File: config.mk
export PLATFORM = sky130hd
export DESIGN_NAME = can_bit_timing_search
export DESIGN_NICKNAME = d
export VERILOG_FILES = /design/src/design/cbts_pkg.sv /design/src/design/cbts_div.sv /design/src/design/can_bit_timing_search.sv
export SDC_FILE = /design/constraint.sdc
export NUM_CORES = 2
export LEC_CHECK = 0
export BUFFER_PORTS_ARGS = -buffer_cell sky130_fd_sc_hd__buf_2
export CORE_UTILIZATION = 30
export DETAILED_ROUTE_END_ITERATION = 8
export HOLD_SLACK_MARGIN = 0.12
export PLACE_DENSITY = 0.44
export REMOVE_ABC_BUFFERS = 1
export SLEW_MARGIN = 25
export SYNTH_ARGS = -nofsm -noshare
export SYNTH_HDL_FRONTEND = slang
export SYNTH_HIERARCHICAL = 1
export SYNTH_SLANG_ARGS = --single-unit
File: constraint.sdc
create_clock -name clk -period 10.2 [get_ports clk]
set_input_delay 2.04 -clock clk [delete_from_list [all_inputs] [get_ports clk]]
set_output_delay 2.04 -clock clk [all_outputs]
set_load 0.05 [all_outputs]
File: src/design/cbts_pkg.sv
// Shared types and constants for the CAN bit timing search.
// No dependencies.
package cbts_pkg;

	localparam int PRESC_LIMIT = 1024;
	localparam int SEG1_LIMIT  = 15;
	localparam int SEG2_LIMIT  = 7;
	localparam int MIN_RATE    = 10;

	localparam int RATE_W  = 24;
	localparam int CLK_W   = 32;
	localparam int CFG_W   = 7;
	localparam int PRESC_W = 10;
	localparam int SEG1_W  = 4;
	localparam int SEG2_W  = 3;
	localparam int TOT_W   = 5;
	localparam int DRATE_W = 35;
	localparam int BOUND_W = 40;
	localparam int LHS_W   = 42;

	typedef enum logic [1:0] {
		REG_CLOCK_HZ  = 2'd0,
		REG_TOLERANCE = 2'd1,
		REG_TARGET    = 2'd2,
		REG_SLACK     = 2'd3
	} reg_idx_t;

	typedef enum logic [1:0] {
		STAT_FOUND = 2'd0,
		STAT_LOW   = 2'd1,
		STAT_NONE  = 2'd2
	} status_t;

	typedef enum logic [2:0] {
		S_IDLE,
		S_DIV,
		S_LHS,
		S_SCAN
	} state_t;

endpackage

File: src/design/cbts_div.sv
// Iterative restoring divider: 32-bit dividend by 10-bit divisor, one bit a cycle.
// Depends on cbts_pkg.
module cbts_div (
	input  logic                          clk,
	input  logic                          arst_n,
	input  logic                          start,
	input  logic [cbts_pkg::CLK_W-1:0]    dividend,
	input  logic [cbts_pkg::PRESC_W-1:0]  divisor,
	output logic                          done,
	output logic [cbts_pkg::CLK_W-1:0]    quotient
);

	logic                          run_q;
	logic                          done_q;
	logic [4:0]                    cnt_q;
	logic [cbts_pkg::CLK_W-1:0]    quo_q;
	logic [cbts_pkg::PRESC_W-1:0]  rem_q;
	logic [cbts_pkg::PRESC_W-1:0]  dvs_q;
	logic [cbts_pkg::PRESC_W:0]    trial;
	logic                          fits;

	assign trial = {rem_q, quo_q[cbts_pkg::CLK_W-1]};
	assign fits  = trial >= {1'b0, dvs_q};

	always_ff @(posedge clk or negedge arst_n) begin
		if (!arst_n) begin
			run_q  <= 1'b0;
			done_q <= 1'b0;
			cnt_q  <= '0;
		end else if (start) begin
			run_q  <= 1'b1;
			done_q <= 1'b0;
			cnt_q  <= '0;
		end else if (run_q) begin
			cnt_q <= cnt_q + 5'd1;
			if (cnt_q == 5'd31) begin
				run_q  <= 1'b0;
				done_q <= 1'b1;
			end
		end else begin
			done_q <= 1'b0;
		end
	end

	always_ff @(posedge clk) begin
		if (start) begin
			quo_q <= dividend;
			rem_q <= '0;
			dvs_q <= divisor;
		end else if (run_q) begin
			quo_q <= {quo_q[cbts_pkg::CLK_W-2:0], fits};
			if (fits) begin
				rem_q <= cbts_pkg::PRESC_W'(trial - {1'b0, dvs_q});
			end else begin
				rem_q <= trial[cbts_pkg::PRESC_W-1:0];
			end
		end
	end

	assign done     = done_q;
	assign quotient = quo_q;

endmodule

File: src/design/can_bit_timing_search.sv
// CAN bit timing search: finds prescaler and segment codes for a requested bit rate.
// Depends on cbts_pkg and cbts_div.
// A refused rate (10 or less) answers in the cycle after start. A search tries each
// prescaler in turn (the shared serial divider and the quanta product, then a scan of
// the 105 segment pairs through a two-stage compare); busy stays high meanwhile.
// done strobes each result for one cycle. Reset loads the register defaults and idles.
module can_bit_timing_search (
	input  logic                            clk,
	input  logic                            arst_n,
	input  logic                            cfg_we,
	input  logic [1:0]                      cfg_index,
	input  logic [31:0]                     cfg_wdata,
	input  logic                            start,
	input  logic [cbts_pkg::RATE_W-1:0]     desired_rate,
	output logic                            busy,
	output logic                            done,
	output logic [1:0]                      status,
	output logic [cbts_pkg::PRESC_W-1:0]    prescaler_value,
	output logic [cbts_pkg::SEG1_W-1:0]     seg1_code,
	output logic [cbts_pkg::SEG2_W-1:0]     seg2_code
);

	localparam logic [cbts_pkg::PRESC_W-1:0] P_LAST = cbts_pkg::PRESC_W'(cbts_pkg::PRESC_LIMIT - 1);
	localparam logic [cbts_pkg::SEG1_W-1:0]  S1_LAST = cbts_pkg::SEG1_W'(cbts_pkg::SEG1_LIMIT - 1);
	localparam logic [cbts_pkg::SEG2_W-1:0]  S2_LAST = cbts_pkg::SEG2_W'(cbts_pkg::SEG2_LIMIT - 1);

	cbts_pkg::state_t state_q, state_d;

	logic [cbts_pkg::CLK_W-1:0]    clock_hz_q;
	logic [cbts_pkg::CFG_W-1:0]    tol_q;
	logic [cbts_pkg::CFG_W-1:0]    target_q;
	logic [cbts_pkg::CFG_W-1:0]    slack_q;

	logic [cbts_pkg::DRATE_W-1:0]  dhi_q;
	logic [cbts_pkg::DRATE_W-1:0]  dlo_q;
	logic [cbts_pkg::LHS_W-1:0]    lhs_q;
	logic [cbts_pkg::PRESC_W-1:0]  p_q;
	logic [cbts_pkg::SEG1_W-1:0]   cs1_q;
	logic [cbts_pkg::SEG2_W-1:0]   cs2_q;
	logic                          issued_q;

	logic                          v_s1;
	logic [cbts_pkg::SEG1_W-1:0]   s1c_s1;
	logic [cbts_pkg::SEG2_W-1:0]   s2c_s1;
	logic [cbts_pkg::BOUND_W-1:0]  hi_s1;
	logic [cbts_pkg::BOUND_W-1:0]  lo_s1;
	logic                          sok_s1;

	logic                          done_q;
	cbts_pkg::status_t             status_q;
	logic [cbts_pkg::PRESC_W-1:0]  presc_q;
	logic [cbts_pkg::SEG1_W-1:0]   seg1_q;
	logic [cbts_pkg::SEG2_W-1:0]   seg2_q;

	logic                          accept;
	logic                          too_low;
	logic                          div_start;
	logic [cbts_pkg::PRESC_W-1:0]  div_divisor;
	logic                          div_done;
	logic [cbts_pkg::CLK_W-1:0]    div_quo;

	logic [cbts_pkg::TOT_W-1:0]    total;
	logic [10:0]                   num;
	logic [8:0]                    top_p1;
	logic [12:0]                   top_prod;
	logic [cbts_pkg::CFG_W-1:0]    bot;
	logic [11:0]                   bot_prod;
	logic                          sample_ok;
	logic                          hit;
	logic                          last_eval;
	logic                          exhausted;

	assign accept  = start && (state_q == cbts_pkg::S_IDLE);
	assign too_low = desired_rate <= cbts_pkg::RATE_W'(cbts_pkg::MIN_RATE);

	// candidate sample point window, by cross-multiplication
	assign total    = cbts_pkg::TOT_W'(cs1_q) + cbts_pkg::TOT_W'(cs2_q) + 5'd3;
	assign num      = 11'(7'd100 * (11'(cs1_q) + 11'd2));
	assign top_p1   = 9'(target_q) + 9'(slack_q) + 9'd1;
	assign top_prod = 13'(top_p1) * 13'(total);
	assign bot      = cbts_pkg::CFG_W'(target_q - slack_q);
	assign bot_prod = 12'(bot) * 12'(total);
	assign sample_ok = (13'(num) < top_prod) && ((target_q < slack_q) || (12'(num) >= bot_prod));

	assign hit = v_s1 && sok_s1 && ({2'b0, hi_s1} >= lhs_q) && (lhs_q >= {2'b0, lo_s1});
	assign last_eval = v_s1 && (s1c_s1 == S1_LAST) && (s2c_s1 == S2_LAST);
	assign exhausted = !hit && last_eval && (p_q == P_LAST);

	assign div_divisor = (state_q == cbts_pkg::S_IDLE) ? cbts_pkg::PRESC_W'(1) :
		cbts_pkg::PRESC_W'(p_q + 10'd1);

	always_comb begin
		state_d   = state_q;
		div_start = 1'b0;
		unique case (state_q)
			cbts_pkg::S_IDLE: begin
				if (accept && !too_low) begin
					div_start = 1'b1;
					state_d   = cbts_pkg::S_DIV;
				end
			end
			cbts_pkg::S_DIV: begin
				if (div_done) begin
					state_d = cbts_pkg::S_LHS;
				end
			end
			cbts_pkg::S_LHS: begin
				state_d = cbts_pkg::S_SCAN;
			end
			cbts_pkg::S_SCAN: begin
				if (hit || exhausted) begin
					state_d = cbts_pkg::S_IDLE;
				end else if (last_eval) begin
					div_start = 1'b1;
					state_d   = cbts_pkg::S_DIV;
				end
			end
			default: state_d = cbts_pkg::S_IDLE;
		endcase
	end

	always_ff @(posedge clk or negedge arst_n) begin
		if (!arst_n) begin
			state_q <= cbts_pkg::S_IDLE;
		end else begin
			state_q <= state_d;
		end
	end

	always_ff @(posedge clk or negedge arst_n) begin
		if (!arst_n) begin
			clock_hz_q <= 32'd72000000;
			tol_q      <= 7'd5;
			target_q   <= 7'd75;
			slack_q    <= 7'd10;
		end else if (cfg_we) begin
			unique case (cbts_pkg::reg_idx_t'(cfg_index))
				cbts_pkg::REG_CLOCK_HZ:  clock_hz_q <= cfg_wdata;
				cbts_pkg::REG_TOLERANCE: tol_q      <= cfg_wdata[cbts_pkg::CFG_W-1:0];
				cbts_pkg::REG_TARGET:    target_q   <= cfg_wdata[cbts_pkg::CFG_W-1:0];
				cbts_pkg::REG_SLACK:     slack_q    <= cfg_wdata[cbts_pkg::CFG_W-1:0];
				default: ;
			endcase
		end
	end

	always_ff @(posedge clk or negedge arst_n) begin
		if (!arst_n) begin
			p_q      <= '0;
			cs1_q    <= '0;
			cs2_q    <= '0;
			issued_q <= 1'b0;
			v_s1     <= 1'b0;
			done_q   <= 1'b0;
			status_q <= cbts_pkg::STAT_FOUND;
			presc_q  <= '0;
			seg1_q   <= '0;
			seg2_q   <= '0;
		end else begin
			done_q <= 1'b0;
			v_s1   <= 1'b0;
			if (div_start) begin
				p_q <= div_divisor;
			end
			if (state_q == cbts_pkg::S_LHS) begin
				cs1_q    <= '0;
				cs2_q    <= '0;
				issued_q <= 1'b0;
			end else if (state_q == cbts_pkg::S_SCAN && !issued_q && !hit) begin
				v_s1 <= 1'b1;
				if (cs2_q == S2_LAST) begin
					cs2_q <= '0;
					if (cs1_q == S1_LAST) begin
						issued_q <= 1'b1;
					end else begin
						cs1_q <= cs1_q + 4'd1;
					end
				end else begin
					cs2_q <= cs2_q + 3'd1;
				end
			end
			if (accept && too_low) begin
				done_q   <= 1'b1;
				status_q <= cbts_pkg::STAT_LOW;
				presc_q  <= '0;
				seg1_q   <= '0;
				seg2_q   <= '0;
			end else if (state_q == cbts_pkg::S_SCAN && hit) begin
				done_q   <= 1'b1;
				status_q <= cbts_pkg::STAT_FOUND;
				presc_q  <= p_q;
				seg1_q   <= s1c_s1;
				seg2_q   <= s2c_s1;
			end else if (state_q == cbts_pkg::S_SCAN && exhausted) begin
				done_q   <= 1'b1;
				status_q <= cbts_pkg::STAT_NONE;
				presc_q  <= '0;
				seg1_q   <= '0;
				seg2_q   <= '0;
			end
		end
	end

	always_ff @(posedge clk) begin
		if (accept) begin
			dhi_q <= cbts_pkg::DRATE_W'(desired_rate) *
				cbts_pkg::DRATE_W'(11'd1000 + 11'(tol_q));
			dlo_q <= cbts_pkg::DRATE_W'(desired_rate) *
				cbts_pkg::DRATE_W'(11'd1000 - 11'(tol_q));
		end
		if (state_q == cbts_pkg::S_LHS) begin
			lhs_q <= cbts_pkg::LHS_W'(div_quo) * cbts_pkg::LHS_W'(1000);
		end
		s1c_s1 <= cs1_q;
		s2c_s1 <= cs2_q;
		hi_s1  <= cbts_pkg::BOUND_W'(dhi_q) * cbts_pkg::BOUND_W'(total);
		lo_s1  <= cbts_pkg::BOUND_W'(dlo_q) * cbts_pkg::BOUND_W'(total);
		sok_s1 <= sample_ok;
	end

	cbts_div u_div (
		.clk      (clk),
		.arst_n   (arst_n),
		.start    (div_start),
		.dividend (clock_hz_q),
		.divisor  (div_divisor),
		.done     (div_done),
		.quotient (div_quo)
	);

	assign busy            = state_q != cbts_pkg::S_IDLE;
	assign done            = done_q;
	assign status          = status_q;
	assign prescaler_value = presc_q;
	assign seg1_code       = seg1_q;
	assign seg2_code       = seg2_q;

endmodule
==> results.env <==
MAX_CAP_VIOLATIONS=0
POST_DRT_VIA_CELL_RATIO=4.66
YOSYS.AREA.TOP_TYPE_SHARE_PCT=30.2
SYNTH_FLOP_CELL='sky130_fd_sc_hd__edfxtp_1'
FINALCOREUTILIZATION_PCT=33.1
POST_SYNTH_FA_HA_MAJ_AREA_FRACTION_PCT=44.5
CTS_HOLD_REPAIR.BUFFERS=0
MAXCLOCKFREQUENCY_MHz=125
GRT_PASS1_WL_UM=200000
POST-ROUTE-PERIOD-UTIL_PCT=78.5
DIE-AREA_UM2=162000
SYNTH-SEQ-CELLS=348
AVGROUTEDWIREPERCELL_UM=17.3
CTSROOTBUFFERMASTER='sky130_fd_sc_hd__clkbuf_16'
PATH_CLASS='reg2reg'
WORST-ENDPOINT-ARRIVAL_NS=8.34
CTS.HTREE.LEVELS=2
OUTCOME='completed'
PIN_COUNT=83
CLOCK_NETWORK_LATENCY_TO_THE_LATER_PIN_OF_THE_WORST_SKEW_PAIR_NS=0.59
RSZ_0062_RAISED_AFTER_GLOBAL_ROUTING='no'
LAYOUT-AREA-OVERHEAD-VS-SYNTH_PCT=9.19
SYNTHTOPCELLSBYAREA='sky130_fd_sc_hd__fa_1 (30%), sky130_fd_sc_hd__ha_1 (14%), sky130_fd_sc_hd__edfxtp_1 (9.4%)'
FINAL_ANTENNA_NET_COUNT=0
POST_SYNTH_INST_COUNT=5009
CTS_TREE='yes'
POST-CTS-SETUP-BUFFERS=0
SETUP_SLACK_NS=2.19
GRT.BUSIEST_LAYER='met2'
CTS_MAX_PATH_BUFFERS=3
FINALNETCOUNT=6370
SYNTH-WARNING-COUNT=6
DRT_FIRST_PASS_ITERS=5
CRIT_REQUIRED_NS=10.53
GRT_START_MAX_NET_PINS=85
TIMING.CRITICAL_PATH.FANOUT_MAX=19
FILLERS=16417
DETAIL_ROUTE.WIRELENGTH_UM=123000
TIMING.FINAL.HOLD_VIOLATIONS=0
SETUP.WORST_PATH.START_CLASS='register'
DIE_WIDTH_UM=403
DIE-HEIGHT_UM=403
SETUP-TNS-FINAL_NS=0
VIAS_IN_THE_FIRST_GLOBAL_ROUTE=35736
WORST_PIN_SLEW_NS=1.09
DP_HPWL_UM=101000
GRT_USE_MET2_PCT=25.0
MUXSHAREOFSYNTHAREA_PCT=2.21
POST-ROUTE-MIN-PERIOD_NS=8.01
VIA_COUNT=33290
CTS-BUFFERS-INSERTED=44
FP.COREAREA_UM2=159000
MET1_USAGE_PCT=22.4
SYNTH_TOP_CELL_BY_AREA='sky130_fd_sc_hd__fa_1'
COMBINATIONAL_FAMILY_WITH_THE_MOST_AREA_AFTER_SYNTHESIS='adder cells'
NUMBER_OF_ENABLE_TYPE_REGISTER_CELLS_IN_THE_SYNTHESIZED_NETLIST=150
SETUP_VIOL=0
SYNTH_COMPOUND_AREA_SHARE_PCT=9.18
CTS.REPORTEDPATHS.CLKPINSLEW_NS=0.06
DISTINCT_CELL_TYPE_COUNT_AFTER_SYNTHESIS=89
SYN_AVG_CELL_AREA_UM2=9.61
CTS.SINKS=348
YS_SEQ_AREA_SHARE_PCT=18.7
TIMING.CRITICAL_PATH.TO_TYPE='register'
GLOBALROUTE.TOTALOVERFLOW=0
GRT.TOTAL_USAGE_PCT=15.5
LAYOUT-DRIVE-GT1-SHARE_PCT=7.30
REMAINING_DRC_ERRORS=0
POST_SYNTH_INSTANCE_AREA_UM2=48100
PORT_BUFFERS=82
ROW_COUNT=146
FINALMAXSLEWVIOLATIONS=0
HOLDCRITPATHCLASS='reg2reg'
POST_SYNTH_XOR_AREA_FRACTION_PCT=3.64
RELATIVE_MAX_TRANSITION_MARGIN_PCT=27.0
INITIAL_ANTENNA_VIOLATION_COUNT=8
DR.FIRST_ITER.DRC_COUNT=1555
INITIAL_CORE_UTIL_PCT=30.3
FINAL_ESTIMATED_ROUTING_CONGESTION_IN_GLOBAL_PLACEMENT=0.819
USE_MET3_PCT=1.25
POST-PLACE-WS_NS=2.01
CTS_RESIZED=0
YOSYS.AREA_SHARE.SIMPLE_PCT=13.7
FINAL.SETUP_SKEW_NS=0.0254
ASYNC_FLOP_SHARE_PCT=29.0
-- layout make-up --
class,count,area (µm²),share of cell area [%]
sequential,348,8990,17.1
antenna,2,5.00,0.00952
clock inverter,25,259,0.493
multi-input combinational,3635,35400,67.3
inverter,886,3330,6.33
timing repair buffer,116,668,1.27
clock buffer,57,1320,2.51
tap,2072,2590,4.93
-- cells in the final DEF, fill, tap and decap left out, types with 15 or more instances in the layout --
| master | instances |
|---|---|
| sky130_fd_sc_hd__inv_1 | 883 |
| sky130_fd_sc_hd__fa_1 | 724 |
| sky130_fd_sc_hd__nand2_1 | 563 |
| sky130_fd_sc_hd__ha_1 | 549 |
| sky130_fd_sc_hd__a21oi_1 | 237 |
| sky130_fd_sc_hd__nor2_1 | 200 |
| sky130_fd_sc_hd__and2_1 | 171 |
| sky130_fd_sc_hd__edfxtp_1 | 150 |
| sky130_fd_sc_hd__xnor2_1 | 134 |
| sky130_fd_sc_hd__a21o_1 | 115 |
| sky130_fd_sc_hd__o21ai_0 | 107 |
| sky130_fd_sc_hd__nor2b_1 | 102 |
| sky130_fd_sc_hd__dfxtp_1 | 97 |
| sky130_fd_sc_hd__mux2_2 | 86 |
| sky130_fd_sc_hd__dfrtp_1 | 86 |
| sky130_fd_sc_hd__buf_2 | 81 |
| sky130_fd_sc_hd__nand2b_1 | 75 |
| sky130_fd_sc_hd__nand3_1 | 73 |
| sky130_fd_sc_hd__xor2_1 | 58 |
| sky130_fd_sc_hd__clkbuf_16 | 50 |
| sky130_fd_sc_hd__and3_1 | 39 |
| sky130_fd_sc_hd__o21a_1 | 35 |
| sky130_fd_sc_hd__buf_4 | 35 |
| sky130_fd_sc_hd__nor3_1 | 31 |
| sky130_fd_sc_hd__or2_2 | 29 |
| sky130_fd_sc_hd__nand4_1 | 28 |
| sky130_fd_sc_hd__a31oi_1 | 26 |
| sky130_fd_sc_hd__o21bai_1 | 25 |
| sky130_fd_sc_hd__a211oi_1 | 22 |
| sky130_fd_sc_hd__or3_1 | 17 |
| sky130_fd_sc_hd__o211ai_1 | 15 |
| sky130_fd_sc_hd__dfstp_2 | 15 |
-- routing by layer --
metal  vias up  part of all wire [%]
li1      16099                     -
met1     16583                    50
met2       474                    45
met3       134                   2.8
met4         0                   2.6
met5         -                     0
-- worst max-delay path, cell delays in order, from the launching register on --
cell	delay, ns
sky130_fd_sc_hd__dfrtp_1	0.79
sky130_fd_sc_hd__clkinv_1	0.22
sky130_fd_sc_hd__ha_1	0.25
sky130_fd_sc_hd__a21oi_1	0.70
sky130_fd_sc_hd__nand3_1	0.15
sky130_fd_sc_hd__buf_4	0.25
sky130_fd_sc_hd__and2_1	0.21
sky130_fd_sc_hd__fa_1	0.53
sky130_fd_sc_hd__inv_1	0.05
sky130_fd_sc_hd__fa_1	0.47
sky130_fd_sc_hd__inv_1	0.05
sky130_fd_sc_hd__fa_1	0.50
sky130_fd_sc_hd__fa_1	0.55
sky130_fd_sc_hd__inv_1	0.05
sky130_fd_sc_hd__fa_1	0.52
sky130_fd_sc_hd__inv_1	0.04
sky130_fd_sc_hd__ha_1	0.35
sky130_fd_sc_hd__o2111a_1	0.17
sky130_fd_sc_hd__a221oi_2	0.33
sky130_fd_sc_hd__o21ai_1	0.27
sky130_fd_sc_hd__a21oi_1	0.40
sky130_fd_sc_hd__o21a_1	0.23
sky130_fd_sc_hd__o211ai_1	0.13
sky130_fd_sc_hd__a21oi_1	0.25
sky130_fd_sc_hd__a21oi_1	0.12
sky130_fd_sc_hd__xnor2_1	0.13
-- synth_stat cells, types with 102 or more instances --
cell                       count
sky130_fd_sc_hd__o21ai_0     107
sky130_fd_sc_hd__fa_1        725
sky130_fd_sc_hd__ha_1        552
sky130_fd_sc_hd__inv_1       885
sky130_fd_sc_hd__edfxtp_1    150
sky130_fd_sc_hd__nor2_1      200
sky130_fd_sc_hd__and2_1      171
sky130_fd_sc_hd__xnor2_1     141
sky130_fd_sc_hd__nand2_1     563
sky130_fd_sc_hd__nor2b_1     102
sky130_fd_sc_hd__a21oi_1     237
sky130_fd_sc_hd__clkbuf_1    132
sky130_fd_sc_hd__a21o_1      116
-- stage by stage --
stage                     area (µm²)  instances  hold WS, ns
after floorplan                47600       4869        0.381
after global placement         50900       7057        0.413
after detailed placement       51000       7057        0.416
after CTS                      52500       7139        0.433
after global routing           52500       7139        0.445
final                          52600       7141        0.429
-- final timing paths --
check | from | to | slack [ns] | cells past startpoint
max | tol_q[3]$_DFFE_PN0P_ | dlo_q[34]$_DFFE_PP_ | 2.19 | 25
min | cs2_q[1]$_DFFE_PN0P_ | s2c_s1[1]$_DFF_P_ | 0.43 | 0
max reg2reg | tol_q[3]$_DFFE_PN0P_ | dlo_q[34]$_DFFE_PP_ | 2.19 | 25
min reg2reg | cs2_q[1]$_DFFE_PN0P_ | s2c_s1[1]$_DFF_P_ | 0.43 | 0
max in group asynchronous | arst_n | tol_q[3]$_DFFE_PN0P_ | 7.38 | 2
min in group asynchronous | arst_n | u_div/cnt_q[0]$_DFFE_PN0P_ | 1.53 | 1
-- sequential cells by signal (all words and copies together) (netlist names), 10 cells and up --
signal / count
lo_s1: 40
hi_s1: 39
lhs_q: 39
dhi_q: 35
dlo_q: 34
clock_hz_q: 32
u_div/quotient: 32
p_q: 10
prescaler_value: 10
u_div/dvs_q: 10
u_div/rem_q: 10
-- cell families (layout without fill, tap and decap cells) --
logic type                 after synthesis  in the layout
AOI/OAI and AO/OA                      690            690
xor gates and xnor gates               200            200
adders and majority gates             1277           1277
buffers and inverters                 1026           1084
DFF                                    348            348
muxes                                   95             95
other                                    1              3
and+or+nand+nor                       1372           1372
Power is left out: the tool's default activity adds up to more than one toggle a clock period on the data nets, which glitch-free logic cannot reach.
